File: config.mk
export PLATFORM = sky130hd
export DESIGN_NAME = unicycle_pose_integrator
export DESIGN_NICKNAME = d
export VERILOG_FILES = /design/src/design/upi_pkg.sv /design/src/design/upi_ctrl.sv /design/src/design/upi_datapath.sv /design/src/design/unicycle_pose_integrator.sv
export SDC_FILE = /design/constraint.sdc
export NUM_CORES = 2
export LEC_CHECK = 0
export BUFFER_PORTS_ARGS = -buffer_cell sky130_fd_sc_hd__buf_4
export CELL_PAD_IN_SITES_DETAIL_PLACEMENT = 0
export CELL_PAD_IN_SITES_GLOBAL_PLACEMENT = 1
export CORE_ASPECT_RATIO = 1.2
export CORE_MARGIN = 10
export CORE_UTILIZATION = 55
export DETAILED_ROUTE_END_ITERATION = 16
export PLACE_DENSITY_LB_ADDON = 0.1
export SLEW_MARGIN = 10
export SYNTH_ARGS = -nofsm -noshare
export SYNTH_HDL_FRONTEND = slang
export SYNTH_SLANG_ARGS = --single-unit
File: constraint.sdc
create_clock -name i_clk -period 31.9 [get_ports i_clk]
set_input_delay 4.785 -clock i_clk [delete_from_list [all_inputs] [get_ports i_clk]]
set_output_delay 4.785 -clock i_clk [all_outputs]
set_load 0.1 [all_outputs]
File: src/design/upi_pkg.sv
package upi_pkg;

    localparam int FRACTION_BITS = 16;

    localparam int ELAPSED_W = 20;
    localparam int WORD_W    = 32;
    localparam int TRIG_W    = 16;
    localparam int CFG_IDX_W = 1;

    localparam logic [WORD_W-1:0] DT_SCALE  = 32'd2251799814;
    localparam logic [WORD_W-1:0] RAD_SCALE = 32'd341782638;
    localparam int DT_FRAC    = 20;
    localparam int POS_SHIFT  = 46;
    localparam int HEAD_SHIFT = FRACTION_BITS + 31;

    localparam logic [WORD_W-1:0] SPEED_RESET = WORD_W'(1 << (FRACTION_BITS - 1));
    localparam logic [WORD_W-1:0] RATE_RESET  = WORD_W'(-(1 << (FRACTION_BITS - 1)));

    localparam int CORDIC_W     = 34;
    localparam int CORDIC_STEPS = 24;
    localparam int ITER_W       = $clog2(CORDIC_STEPS);
    localparam logic signed [CORDIC_W-1:0] CORDIC_GAIN = 34'sd652032874;

    localparam logic [CFG_IDX_W-1:0] CFG_LINEAR_SPEED = 1'b0;
    localparam logic [CFG_IDX_W-1:0] CFG_ANGULAR_RATE = 1'b1;

    typedef logic [3:0] t_op;
    localparam t_op OP_NONE      = 4'd0;
    localparam t_op OP_DT_MUL    = 4'd1;
    localparam t_op OP_DT_SET    = 4'd2;
    localparam t_op OP_ROT       = 4'd3;
    localparam t_op OP_TRIG_SAVE = 4'd4;
    localparam t_op OP_VEL_MUL   = 4'd5;
    localparam t_op OP_RATE_MUL  = 4'd6;
    localparam t_op OP_MAG_SAVE  = 4'd7;
    localparam t_op OP_MUL_LO    = 4'd8;
    localparam t_op OP_MUL_HI    = 4'd9;
    localparam t_op OP_ACC       = 4'd10;
    localparam t_op OP_POS_UPD   = 4'd11;
    localparam t_op OP_HEAD_UPD  = 4'd12;
    localparam t_op OP_PUB       = 4'd13;

    typedef logic [1:0] t_phase;
    localparam t_phase PH_X = 2'd0;
    localparam t_phase PH_Y = 2'd1;
    localparam t_phase PH_H = 2'd2;

    typedef struct packed {
        t_op               op;
        t_phase            phase;
        logic [ITER_W-1:0] iter;
    } t_cmd;

    typedef struct packed {
        logic out_hold;
    } t_status;

    function automatic logic signed [CORDIC_W-1:0] atan_step(input logic [ITER_W-1:0] i);
        logic signed [CORDIC_W-1:0] v;
        case (i)
            5'd0:    v = 34'sh20000000;
            5'd1:    v = 34'sh12E4051E;
            5'd2:    v = 34'sh09FB385B;
            5'd3:    v = 34'sh051111D4;
            5'd4:    v = 34'sh028B0D43;
            5'd5:    v = 34'sh0145D7E1;
            5'd6:    v = 34'sh00A2F61E;
            5'd7:    v = 34'sh00517C55;
            5'd8:    v = 34'sh0028BE53;
            5'd9:    v = 34'sh00145F2F;
            5'd10:   v = 34'sh000A2F98;
            5'd11:   v = 34'sh000517CC;
            5'd12:   v = 34'sh00028BE6;
            5'd13:   v = 34'sh000145F3;
            5'd14:   v = 34'sh0000A2FA;
            5'd15:   v = 34'sh0000517D;
            5'd16:   v = 34'sh000028BE;
            5'd17:   v = 34'sh0000145F;
            5'd18:   v = 34'sh00000A30;
            5'd19:   v = 34'sh00000518;
            5'd20:   v = 34'sh0000028C;
            5'd21:   v = 34'sh00000146;
            5'd22:   v = 34'sh000000A3;
            5'd23:   v = 34'sh00000051;
            default: v = '0;
        endcase
        return v;
    endfunction

endpackage

File: src/design/upi_ctrl.sv
module upi_ctrl (
    input  logic             i_clk,
    input  logic             i_rst_n,
    input  logic             i_in_valid,
    output logic             o_in_stall,
    input  upi_pkg::t_status i_status,
    output upi_pkg::t_cmd    o_cmd
);
    import upi_pkg::*;

    localparam logic [3:0] ST_IDLE       = 4'd0;
    localparam logic [3:0] ST_DT_SET     = 4'd1;
    localparam logic [3:0] ST_ROT_MOTION = 4'd2;
    localparam logic [3:0] ST_TRIG       = 4'd3;
    localparam logic [3:0] ST_VEL        = 4'd4;
    localparam logic [3:0] ST_MAG        = 4'd5;
    localparam logic [3:0] ST_LO         = 4'd6;
    localparam logic [3:0] ST_HI         = 4'd7;
    localparam logic [3:0] ST_ACC        = 4'd8;
    localparam logic [3:0] ST_APPLY      = 4'd9;
    localparam logic [3:0] ST_ROT_QUAT   = 4'd10;
    localparam logic [3:0] ST_PUB        = 4'd11;

    localparam logic [ITER_W-1:0] ITER_LAST = ITER_W'(CORDIC_STEPS - 1);

    logic [3:0]        r_state, n_state;
    logic [ITER_W-1:0] r_iter, n_iter;
    t_phase            r_phase, n_phase;

    assign o_in_stall = (r_state != ST_IDLE);

    always_comb begin
        n_state     = r_state;
        n_iter      = r_iter;
        n_phase     = r_phase;
        o_cmd.op    = OP_NONE;
        o_cmd.phase = r_phase;
        o_cmd.iter  = r_iter;
        unique case (r_state)
            ST_IDLE: begin
                if (i_in_valid) begin
                    o_cmd.op = OP_DT_MUL;
                    n_state  = ST_DT_SET;
                end
            end
            ST_DT_SET: begin
                o_cmd.op = OP_DT_SET;
                n_iter   = '0;
                n_state  = ST_ROT_MOTION;
            end
            ST_ROT_MOTION: begin
                o_cmd.op = OP_ROT;
                if (r_iter == ITER_LAST) begin
                    n_iter  = '0;
                    n_state = ST_TRIG;
                end else begin
                    n_iter = r_iter + 1'b1;
                end
            end
            ST_TRIG: begin
                o_cmd.op = OP_TRIG_SAVE;
                n_phase  = PH_X;
                n_state  = ST_VEL;
            end
            ST_VEL: begin
                o_cmd.op = (r_phase == PH_H) ? OP_RATE_MUL : OP_VEL_MUL;
                n_state  = ST_MAG;
            end
            ST_MAG: begin
                o_cmd.op = OP_MAG_SAVE;
                n_state  = ST_LO;
            end
            ST_LO: begin
                o_cmd.op = OP_MUL_LO;
                n_state  = ST_HI;
            end
            ST_HI: begin
                o_cmd.op = OP_MUL_HI;
                n_state  = ST_ACC;
            end
            ST_ACC: begin
                o_cmd.op = OP_ACC;
                n_state  = ST_APPLY;
            end
            ST_APPLY: begin
                if (r_phase == PH_H) begin
                    o_cmd.op = OP_HEAD_UPD;
                    n_iter   = '0;
                    n_state  = ST_ROT_QUAT;
                end else begin
                    o_cmd.op = OP_POS_UPD;
                    n_phase  = (r_phase == PH_X) ? PH_Y : PH_H;
                    n_state  = ST_VEL;
                end
            end
            ST_ROT_QUAT: begin
                o_cmd.op = OP_ROT;
                if (r_iter == ITER_LAST) begin
                    n_iter  = '0;
                    n_state = ST_PUB;
                end else begin
                    n_iter = r_iter + 1'b1;
                end
            end
            ST_PUB: begin
                if (!i_status.out_hold) begin
                    o_cmd.op = OP_PUB;
                    n_state  = ST_IDLE;
                end
            end
            default: begin
                n_state = ST_IDLE;
            end
        endcase
    end

    always_ff @(posedge i_clk) begin
        if (!i_rst_n) begin
            r_state <= ST_IDLE;
            r_iter  <= '0;
            r_phase <= PH_X;
        end else begin
            r_state <= n_state;
            r_iter  <= n_iter;
            r_phase <= n_phase;
        end
    end

endmodule

File: src/design/upi_datapath.sv
module upi_datapath (
    input  logic                                   i_clk,
    input  logic                                   i_rst_n,
    input  upi_pkg::t_cmd                          i_cmd,
    output upi_pkg::t_status                       o_status,
    input  logic [upi_pkg::ELAPSED_W-1:0]          i_elapsed_us,
    input  logic                                   i_cfg_wr_en,
    input  logic [upi_pkg::CFG_IDX_W-1:0]          i_cfg_index,
    input  logic [upi_pkg::WORD_W-1:0]             i_cfg_data,
    output logic                                   o_out_valid,
    input  logic                                   i_out_stall,
    output logic signed [upi_pkg::WORD_W-1:0]      o_pos_x,
    output logic signed [upi_pkg::WORD_W-1:0]      o_pos_y,
    output logic [upi_pkg::WORD_W-1:0]             o_heading_angle,
    output logic signed [upi_pkg::TRIG_W-1:0]      o_quat_z,
    output logic signed [upi_pkg::TRIG_W-1:0]      o_quat_w
);
    import upi_pkg::*;

    localparam int SUM_W   = WORD_W + 4;
    localparam int DELTA_W = 35;

    function automatic logic signed [TRIG_W-1:0] to_q15(input logic signed [CORDIC_W-1:0] v);
        logic signed [CORDIC_W:0]    t;
        logic signed [CORDIC_W-15:0] r;
        logic signed [TRIG_W-1:0]    q;
        t = {v[CORDIC_W-1], v} + 35'sd16384;
        r = t[CORDIC_W:15];
        if (r > 20'sd32767) begin
            q = 16'sh7FFF;
        end else if (r < -20'sd32768) begin
            q = 16'sh8000;
        end else begin
            q = r[TRIG_W-1:0];
        end
        return q;
    endfunction

    logic [WORD_W-1:0]          r_speed, r_rate;
    logic [WORD_W-1:0]          r_pos_x, r_pos_y, r_heading;
    logic [WORD_W-1:0]          r_dt;
    logic [2*WORD_W-1:0]        r_prod, r_mag;
    logic [3*WORD_W-1:0]        r_acc;
    logic                       r_neg;
    logic signed [TRIG_W-1:0]   r_sin, r_cos;
    logic signed [CORDIC_W-1:0] r_cx, r_cy, r_cz;
    logic                       r_flip;

    logic [WORD_W-1:0]          mul_a, mul_b, mul_k;
    logic [2*WORD_W-1:0]        n_prod;
    logic [WORD_W-1:0]          abs_speed, abs_rate;
    logic signed [TRIG_W-1:0]   trig_sel;
    logic [TRIG_W-1:0]          abs_trig;

    logic [WORD_W-1:0]          init_angle, init_fold;
    logic                       init_flip;
    logic [WORD_W-1:0]          n_heading, head_step;

    logic signed [CORDIC_W-1:0] x_sh, y_sh, fx, fy;

    logic [DELTA_W-2:0]         pos_mag;
    logic [DELTA_W-1:0]         pos_delta;
    logic [WORD_W-1:0]          pos_sel;
    logic [SUM_W-1:0]           pos_sum;
    logic [WORD_W-1:0]          pos_sat;

    assign abs_speed = r_speed[WORD_W-1] ? (~r_speed + 1'b1) : r_speed;
    assign abs_rate  = r_rate[WORD_W-1] ? (~r_rate + 1'b1) : r_rate;
    assign trig_sel  = (i_cmd.phase == PH_Y) ? r_sin : r_cos;
    assign abs_trig  = trig_sel[TRIG_W-1] ? TRIG_W'(-trig_sel) : trig_sel;
    assign mul_k     = (i_cmd.phase == PH_H) ? RAD_SCALE : r_dt;

    always_comb begin
        mul_a = r_mag[WORD_W-1:0];
        mul_b = mul_k;
        case (i_cmd.op)
            OP_DT_MUL: begin
                mul_a = WORD_W'(i_elapsed_us);
                mul_b = DT_SCALE;
            end
            OP_VEL_MUL: begin
                mul_a = abs_speed;
                mul_b = WORD_W'(abs_trig);
            end
            OP_RATE_MUL: begin
                mul_a = abs_rate;
                mul_b = r_dt;
            end
            OP_MUL_HI: begin
                mul_a = r_mag[2*WORD_W-1:WORD_W];
            end
            default: begin
                mul_a = r_mag[WORD_W-1:0];
            end
        endcase
    end

    assign n_prod = mul_a * mul_b;

    assign head_step = r_acc[HEAD_SHIFT+WORD_W-1:HEAD_SHIFT];
    assign n_heading = r_heading + (r_neg ? (~head_step + 1'b1) : head_step);

    assign init_angle = (i_cmd.op == OP_HEAD_UPD) ? n_heading : {r_heading[WORD_W-2:0], 1'b0};
    assign init_flip  = init_angle[WORD_W-1] ^ init_angle[WORD_W-2];
    assign init_fold  = {init_angle[WORD_W-1] ^ init_flip, init_angle[WORD_W-2:0]};

    assign x_sh = r_cx >>> i_cmd.iter;
    assign y_sh = r_cy >>> i_cmd.iter;
    assign fx   = r_flip ? -r_cx : r_cx;
    assign fy   = r_flip ? -r_cy : r_cy;

    assign pos_mag   = r_acc[POS_SHIFT+DELTA_W-2:POS_SHIFT];
    assign pos_delta = r_neg ? (~{1'b0, pos_mag} + 1'b1) : {1'b0, pos_mag};
    assign pos_sel   = (i_cmd.phase == PH_Y) ? r_pos_y : r_pos_x;
    assign pos_sum   = {{(SUM_W-WORD_W){pos_sel[WORD_W-1]}}, pos_sel}
                     + {pos_delta[DELTA_W-1], pos_delta};
    always_comb begin
        if (pos_sum[SUM_W-1:WORD_W-1] == '0 || pos_sum[SUM_W-1:WORD_W-1] == '1) begin
            pos_sat = pos_sum[WORD_W-1:0];
        end else if (pos_sum[SUM_W-1]) begin
            pos_sat = {1'b1, {(WORD_W-1){1'b0}}};
        end else begin
            pos_sat = {1'b0, {(WORD_W-1){1'b1}}};
        end
    end

    assign o_status.out_hold = o_out_valid && i_out_stall;

    always_ff @(posedge i_clk) begin
        if (!i_rst_n) begin
            r_speed     <= SPEED_RESET;
            r_rate      <= RATE_RESET;
            r_pos_x     <= '0;
            r_pos_y     <= '0;
            r_heading   <= '0;
            o_out_valid <= 1'b0;
        end else begin
            if (i_cfg_wr_en) begin
                unique case (i_cfg_index)
                    CFG_LINEAR_SPEED: r_speed <= i_cfg_data;
                    CFG_ANGULAR_RATE: r_rate  <= i_cfg_data;
                endcase
            end
            if (i_cmd.op == OP_POS_UPD) begin
                if (i_cmd.phase == PH_Y) begin
                    r_pos_y <= pos_sat;
                end else begin
                    r_pos_x <= pos_sat;
                end
            end
            if (i_cmd.op == OP_HEAD_UPD) begin
                r_heading <= n_heading;
            end
            if (i_cmd.op == OP_PUB) begin
                o_out_valid <= 1'b1;
            end else if (!i_out_stall) begin
                o_out_valid <= 1'b0;
            end
        end
    end

    always_ff @(posedge i_clk) begin
        unique case (i_cmd.op) inside
            OP_DT_MUL, OP_VEL_MUL, OP_RATE_MUL, OP_MUL_LO: begin
                r_prod <= n_prod;
                if (i_cmd.op == OP_VEL_MUL) begin
                    r_neg <= r_speed[WORD_W-1] ^ trig_sel[TRIG_W-1];
                end else if (i_cmd.op == OP_RATE_MUL) begin
                    r_neg <= r_rate[WORD_W-1];
                end
            end
            OP_MUL_HI: begin
                r_prod <= n_prod;
                r_acc  <= {{WORD_W{1'b0}}, r_prod};
            end
            OP_ACC: begin
                r_acc <= r_acc + {r_prod, {WORD_W{1'b0}}};
            end
            OP_MAG_SAVE: begin
                r_mag <= r_prod;
            end
            OP_DT_SET, OP_HEAD_UPD: begin
                if (i_cmd.op == OP_DT_SET) begin
                    r_dt <= r_prod[DT_FRAC+WORD_W-1:DT_FRAC];
                end
                r_cx   <= CORDIC_GAIN;
                r_cy   <= '0;
                r_cz   <= {{(CORDIC_W-WORD_W){init_fold[WORD_W-1]}}, init_fold};
                r_flip <= init_flip;
            end
            OP_ROT: begin
                if (!r_cz[CORDIC_W-1]) begin
                    r_cx <= r_cx - y_sh;
                    r_cy <= r_cy + x_sh;
                    r_cz <= r_cz - atan_step(i_cmd.iter);
                end else begin
                    r_cx <= r_cx + y_sh;
                    r_cy <= r_cy - x_sh;
                    r_cz <= r_cz + atan_step(i_cmd.iter);
                end
            end
            OP_TRIG_SAVE: begin
                r_sin <= to_q15(fy);
                r_cos <= to_q15(fx);
            end
            OP_PUB: begin
                o_pos_x         <= r_pos_x;
                o_pos_y         <= r_pos_y;
                o_heading_angle <= r_heading;
                o_quat_z        <= to_q15(fy);
                o_quat_w        <= to_q15(fx);
            end
            default: begin
            end
        endcase
    end

endmodule

File: src/design/unicycle_pose_integrator.sv
// A new input beat is accepted only in the idle state, once the previous result
// beat has been issued; issuing waits while an earlier result is held by a
// stalled output. Each beat uses two 24-step passes of the shared CORDIC unit
// and the shared 32x32 multiplier (three 2-partial-product terms).
// Reset (synchronous, active low) clears pose and output valid, loads defaults.
module unicycle_pose_integrator (
    input  logic                                   i_clk,
    input  logic                                   i_rst_n,
    input  logic                                   i_in_valid,
    output logic                                   o_in_stall,
    input  logic [upi_pkg::ELAPSED_W-1:0]          i_elapsed_us,
    output logic                                   o_out_valid,
    input  logic                                   i_out_stall,
    output logic signed [upi_pkg::WORD_W-1:0]      o_pos_x,
    output logic signed [upi_pkg::WORD_W-1:0]      o_pos_y,
    output logic [upi_pkg::WORD_W-1:0]             o_heading_angle,
    output logic signed [upi_pkg::TRIG_W-1:0]      o_quat_z,
    output logic signed [upi_pkg::TRIG_W-1:0]      o_quat_w,
    input  logic                                   i_cfg_wr_en,
    input  logic [upi_pkg::CFG_IDX_W-1:0]          i_cfg_index,
    input  logic [upi_pkg::WORD_W-1:0]             i_cfg_data
);
    import upi_pkg::*;

    t_cmd    cmd;
    t_status status;

    upi_ctrl u_ctrl (
        .i_clk      (i_clk),
        .i_rst_n    (i_rst_n),
        .i_in_valid (i_in_valid),
        .o_in_stall (o_in_stall),
        .i_status   (status),
        .o_cmd      (cmd)
    );

    upi_datapath u_datapath (
        .i_clk           (i_clk),
        .i_rst_n         (i_rst_n),
        .i_cmd           (cmd),
        .o_status        (status),
        .i_elapsed_us    (i_elapsed_us),
        .i_cfg_wr_en     (i_cfg_wr_en),
        .i_cfg_index     (i_cfg_index),
        .i_cfg_data      (i_cfg_data),
        .o_out_valid     (o_out_valid),
        .i_out_stall     (i_out_stall),
        .o_pos_x         (o_pos_x),
        .o_pos_y         (o_pos_y),
        .o_heading_angle (o_heading_angle),
        .o_quat_z        (o_quat_z),
        .o_quat_w        (o_quat_w)
    );

endmodule

* Word-level counts from Yosys, hierarchy flattened
Memory sizes are Yosys's and may differ from the RTL's. A register that Yosys moved wholly into a read port is not among the register bits.
Index checks and enable logic that the tools add are counted.
** Word-level totals
- Logic and storage cells :: 176
- Input port bits :: 58
- Register bits after elaboration :: 692
- Memory bits (read-only) :: 1920
- Memories kept :: 2
- Output and inout port bits :: 130
** Memory list
- (no name shown) :: words 32, width 30, read ports 1, clocked after memory_dff 1, wr ports 0, RTL line upi_pkg.sv:60 : case (i)
- (no name shown) :: words 32, width 30, read ports 1, clocked after memory_dff 1, wr ports 0, RTL line upi_pkg.sv:60
** Operators by class
- $add $sub $neg :: 19
- Multipliers :: 1
- Reduce and logical (&&, ||, !) cells :: 24
- Mux-type cells :: 55
- Order comparisons :: 4
- Eq/ne operators :: 35
- Bitwise logic cells :: 9
- Shifts and indexed selects :: 2
** Operators with widths (number)
- 34-bit 2-to-1 mux :: 9
- 32-bit 2-to-1 mux :: 8
- 34-bit one-hot mux with 2 select lines :: 3
- 96-bit one-hot mux with 2 select lines :: 1
- 32-bit one-hot mux with 4 select lines :: 1
- 34-bit adder :: 3
- 34-bit subtractor :: 3
- 32-bit by 1-bit adder with 32-bit output (second input constant) :: 3
- 96-bit adder :: 1
- 16-bit 2-to-1 mux :: 6
- 32-bit NOT :: 3
- 32-bit one-hot mux with 3 select lines :: 1
- 34-bit by 16-bit adder with 35-bit output (second input constant) :: 2
- 34-bit negation :: 2
- 34-bit by 5-bit >>> shifter with 34-bit output :: 2
- 32-bit by 32-bit multiplier with 64-bit output :: 1
- 4-bit one-hot mux with 12 select lines :: 1
- 4-bit one-hot mux with 11 select lines :: 1
- 4-bit equality test (second input constant) :: 10
- 20-bit by 16-bit greater-than comparator with 1-bit output (second input constant) :: 2
- 20-bit by 16-bit < comparator with 1-bit output (second input constant) :: 2
- 32-bit by 35-bit adder with 36-bit output :: 1
- 35-bit by 1-bit adder with 35-bit output (second input constant) :: 1
- 35-bit 2-to-1 mux :: 1
- other kinds (34) :: 81

* Logic depth before layout (Yosys ltp)
- Word-level depth :: 8
- Mapped depth :: 43
- Depth with buffers taken out :: 40

* By module
From an unflattened synthesis, not the netlist that was laid out.
** Unflattened totals
- Cell total of the unflattened synthesis :: 8721
- Area, all modules :: 78479.0 um^2
** By module, submodules not included
- upi_datapath :: seq. area each 17396.7 um^2, instances 1, cells each 8617, area an instance 77694.5 um^2
- upi_ctrl :: seq. area each 220.2 um^2, instances 1, cells each 104, area an instance 784.5 um^2

* Least setup slack after synthesis
Ideal clock, no wire load.
- Kind :: input to register
- Start point :: input i_in_valid
- End point :: register u_datapath.r_prod[50] (data pin)
- Path slack :: 18488 ps
- Required time :: 31635 ps
- Path buffers :: 4
- Arrival :: 13147 ps
- Stages on the path :: 33
- Setup time :: 265 ps
- Path through :: and2_0 > nor2_1 > nand2_1 > clkbuf_1 > clkbuf_1 > o21ai_1 > clkbuf_1 > nor2_1 > fa_1 > fa_1 > inv_1 > fa_1 > inv_1 > fa_1 > inv_1 > fa_1 > inv_1 > fa_1 > fa_1 > fa_1 > ha_1 > clkbuf_1 > a21o_1 > a21o_1 > a21oi_1 > o21ai_0 > a221oi_1 > o21ai_0 > a221oi_1 > o211ai_1 > nor2_1 > o21ai_0 > xor2_1
** Between the ends
- Cells in the longest elaborated chain, start to end :: 5
- Elaborated cells between the ends (all ways) :: 9
- Those cells by class :: mul: 1; eq/ne: 4; mux: 4
** Ends and longest elaborated chain
- start, declared :: RTL line unicycle_pose_integrator.sv:9 : input logic i_in_valid,
- 1-bit 2-to-1 mux * :: RTL line upi_ctrl.sv:41 : if (i_in_valid) begin
- 4-bit one-hot mux with 11 select lines * :: RTL line upi_ctrl.sv:39 : unique case (r_state)
- 4-bit equality test, or another cell as far along :: RTL line upi_datapath.sv:76 : case (i_cmd.op)
- 32-bit one-hot mux with 4 select lines or 32-bit one-hot mux with 3 select lines (tied branches) :: RTL line upi_datapath.sv:76
- 32-bit by 32-bit multiplier with 64-bit output * :: RTL line upi_datapath.sv:98 : assign n_prod = mul_a * mul_b;
- net u_datapath.n_prod[50] :: RTL line upi_datapath.sv:50 : logic [2*WORD_W-1:0] n_prod;
- end signal, assigned :: RTL line upi_datapath.sv:165 : r_prod <= n_prod;
- end signal, assigned :: RTL line upi_datapath.sv:173 : r_prod <= n_prod;
- end, declared :: RTL line upi_datapath.sv:42 : logic [2*WORD_W-1:0] r_prod, r_mag;
The timed path passes the listed nets; every way through them passes the cells marked *.
A chain may end at the register's enable or synchronous reset.

* Worst setup path in the final report
- Start point :: input i_in_valid
- End point :: register u_datapath.r_prod[63] (data pin)
The elaborated chain is that of the path after synthesis.

==> flow_metrics.tcl <==
set metrics [dict create \
    status "finished, final reports clean" \
    grt_max_degree 120 \
    worst_path_largest_cell_delay_ns 1.01 \
    synth-adder-area-share 0.303 \
    final_common_cell "nand2_1" \
    post-route-period-util 0.463 \
    synthCells 8911 \
    multi_input_area_sq_um 56000 \
    setup_violations 0 \
    path_max_fanout 32 \
    gp_congestion 0.990 \
    synth-seq-cells 674 \
    track_usage 0.341 \
    setup_tns_ns 0 \
    ys.warnings.count 0 \
    row_count 153 \
    first_pass_iters 7 \
    cts_setup_buffers 0 \
    register_area_sq_um 18200 \
    path_class "in -> reg" \
    synth_edf_count 472 \
    via_per_inst 6.19 \
    fmax_ghz 0.0677 \
    ys.flop_type "edfxtp_1" \
    clk_path_buf_depth 3 \
    numClockSinks 674 \
    final_layout_size_suffix_gt1_frac 0.0874 \
    clk_latency_ns 0.69 \
    die_h_microns 438 \
    hold_viol_final 0 \
    synth_xor_area_frac 0.0572 \
    synth_top_family_by_area "adder cells" \
    cts_buffers 77 \
    skew_ns 0.0411 \
    synth.mux.area_fraction 0.0387 \
    place_hpwl_microns 215000 \
    worst_pin_slew_ns 1.32 \
    synth-simple-area-share 0.160 \
    antenna_found_initial 7 \
    design.core.area_sq_um 145000 \
    drt_wl_total_microns 280000 \
    cts_resized 0 \
    syn-cell-area_sq_um 80100 \
    critical-path-slowest-cell "nor2_1" \
    layout_common_cells "1118 x nand2_1, 1058 x inv_1, 1016 x nor2_1" \
    slew-limit-headroom 0.119 \
    synth_compound_area_frac 0.138 \
    syn_to_final_growth_pct 7.27 \
    crit_arrival_ns 15.28 \
    io_pins 188 \
    cts_hold_buf 0 \
    clkTransAtPathRegs_ns 0.06 \
    rsz0062_at_grt "false" \
    layout.nets 10303 \
    worstSetupEndpointType "flip-flop" \
    root_buffer "clkbuf_16" \
    yosys.area.top_type "fa_1" \
    drt_iter0_drc 6586 \
    syn_avg_cell_area_sq_um 8.99 \
    cts_tree "yes" \
    grt_pass1_wl_microns 420000 \
    syn-num-nets 10364 \
    maxSlewViolCount 0 \
    start_kind "input port" \
    ys_seq_area_frac 0.228 \
    netlist.area_leader.share 0.226 \
    timing.hold.ws_ns 0.460 \
    min_path_type "reg -> reg" \
    die_area_sq_um 161000 \
    maxCapViolations 0 \
    antenna_left 0 \
    grt_pass1_vias 67621 \
    wl_per_cell_microns 25.8 \
    start_util 0.553 \
    yosysUniqueCellTypes 111 \
    die_w_microns 368 \
    port_buffers 187 \
    period_minus_slack_ns 14.77 \
    synth-async-reset-ratio 0 \
    n_fill_cell 12909 \
    vias 67198 \
    worstPathRequired_ns 32.41 \
    grt-ovfl-total 0 \
    htreeDepth 3 \
    worst_path_most_repeated_cell "fa_1" \
    synth_area_leaders "fa_1 23%, edfxtp_1 18%, ha_1 7.7%, nand2_1 5.3%, dfxtp_1 5.1%" \
    drcViolationCount 0 \
]
## critical path, delay by kind of cell
| family | cells | cell delay, ns |
|---|---|---|
| fa+ha+maj | 9 | 4.61 |
| compound gates | 6 | 1.70 |
| simple gates | 11 | 3.33 |
| buf+inv | 7 | 0.81 |
## stage by stage
stage,cell area (sq um),utilization,setup slack [ns],instances
global route,85900,0.593,16.68,10851
global placement,83200,0.575,16.91,10708
floorplan,80100,-,18.49,8911
CTS,85900,0.593,17.33,10851
detailed placement,83200,0.575,16.59,10708
finish,85900,0.593,17.13,10853
## synth_stat cells, drive strengths merged, types with 66 or more instances
| cell type | number |
|---|---|
| a21boi | 92 |
| a21o | 151 |
| a21oi | 398 |
| a31oi | 116 |
| buf | 94 |
| clkbuf | 382 |
| dfxtp | 202 |
| edfxtp | 472 |
| fa | 902 |
| ha | 493 |
| inv | 1062 |
| mux2i | 84 |
| mux4 | 85 |
| nand2 | 1122 |
| nand2b | 130 |
| nand3 | 130 |
| nor2 | 1028 |
| nor3 | 114 |
| o21ai | 339 |
| o221a | 66 |
| xnor2 | 305 |
| xor2 | 217 |
## cell type report
| cell class | count | area share |
|---|---|---|
| multi-input combinational | 6696 | 0.652 |
| sequential | 674 | 0.212 |
| inverter | 1065 | 0.0466 |
| timing repair buffer | 336 | 0.0294 |
| tap | 1937 | 0.0282 |
| clock buffer | 92 | 0.0247 |
| clock inverter | 51 | 0.00651 |
| antenna | 2 | 0.0000583 |
## worst paths after layout
kind,start,endpoint,slack [ns],cells after the start
worst max-delay path,i_in_valid,u_datapath.r_prod[63]$_DFFE_PP_,17.13,33
worst min-delay path,u_datapath.r_pos_y[1]$_SDFFE_PN0P_,u_datapath.o_pos_y[1]$_DFFE_PP_,0.46,0
worst max register to register,u_ctrl.r_state[2]$_SDFFE_PN0P_,u_datapath.r_prod[63]$_DFFE_PP_,19.62,34
worst min register to register,u_datapath.r_pos_y[1]$_SDFFE_PN0P_,u_datapath.o_pos_y[1]$_DFFE_PP_,0.46,0
## registers in the layout (all words and copies together), names as in the netlist, 16 cells and up, named ones only
| register | cells |
|---|---|
| u_datapath.o_heading_angle | 32 |
| u_datapath.o_pos_x | 32 |
| u_datapath.o_pos_y | 32 |
| u_datapath.o_quat_w | 16 |
| u_datapath.o_quat_z | 16 |
| u_datapath.r_acc | 48 |
| u_datapath.r_cos | 16 |
| u_datapath.r_cx | 34 |
| u_datapath.r_cy | 34 |
| u_datapath.r_cz | 34 |
| u_datapath.r_dt | 32 |
| u_datapath.r_heading | 32 |
| u_datapath.r_mag | 64 |
| u_datapath.r_pos_x | 32 |
| u_datapath.r_pos_y | 32 |
| u_datapath.r_prod | 64 |
| u_datapath.r_rate | 32 |
| u_datapath.r_sin | 16 |
| u_datapath.r_speed | 32 |
## metal layers
layer,part of all wire,up-vias,GRT usage,wire [microns]
met5,0.000082,-,0,23
met4,0.066,4,0.189,18600
met3,0.092,726,0.0689,25700
met2,0.46,3228,0.551,129000
met1,0.38,33487,0.429,107000
li1,-,29753,-,-
## cells by family (layout without fill, tap and decap cells)
group | after synthesis | after routing
adders and majority gates | 1395 | 1395
other | 0 | 2
and+or+nand+nor | 2921 | 2921
muxes | 196 | 196
AOI/OAI and AO/OA | 1662 | 1662
DFF | 674 | 674
buffers and inverters | 1541 | 1544
xor gates and xnor gates | 522 | 522
Power is left out: the tool's default activity adds up to more than one toggle a clock period on the data nets, which glitch-free logic cannot reach.
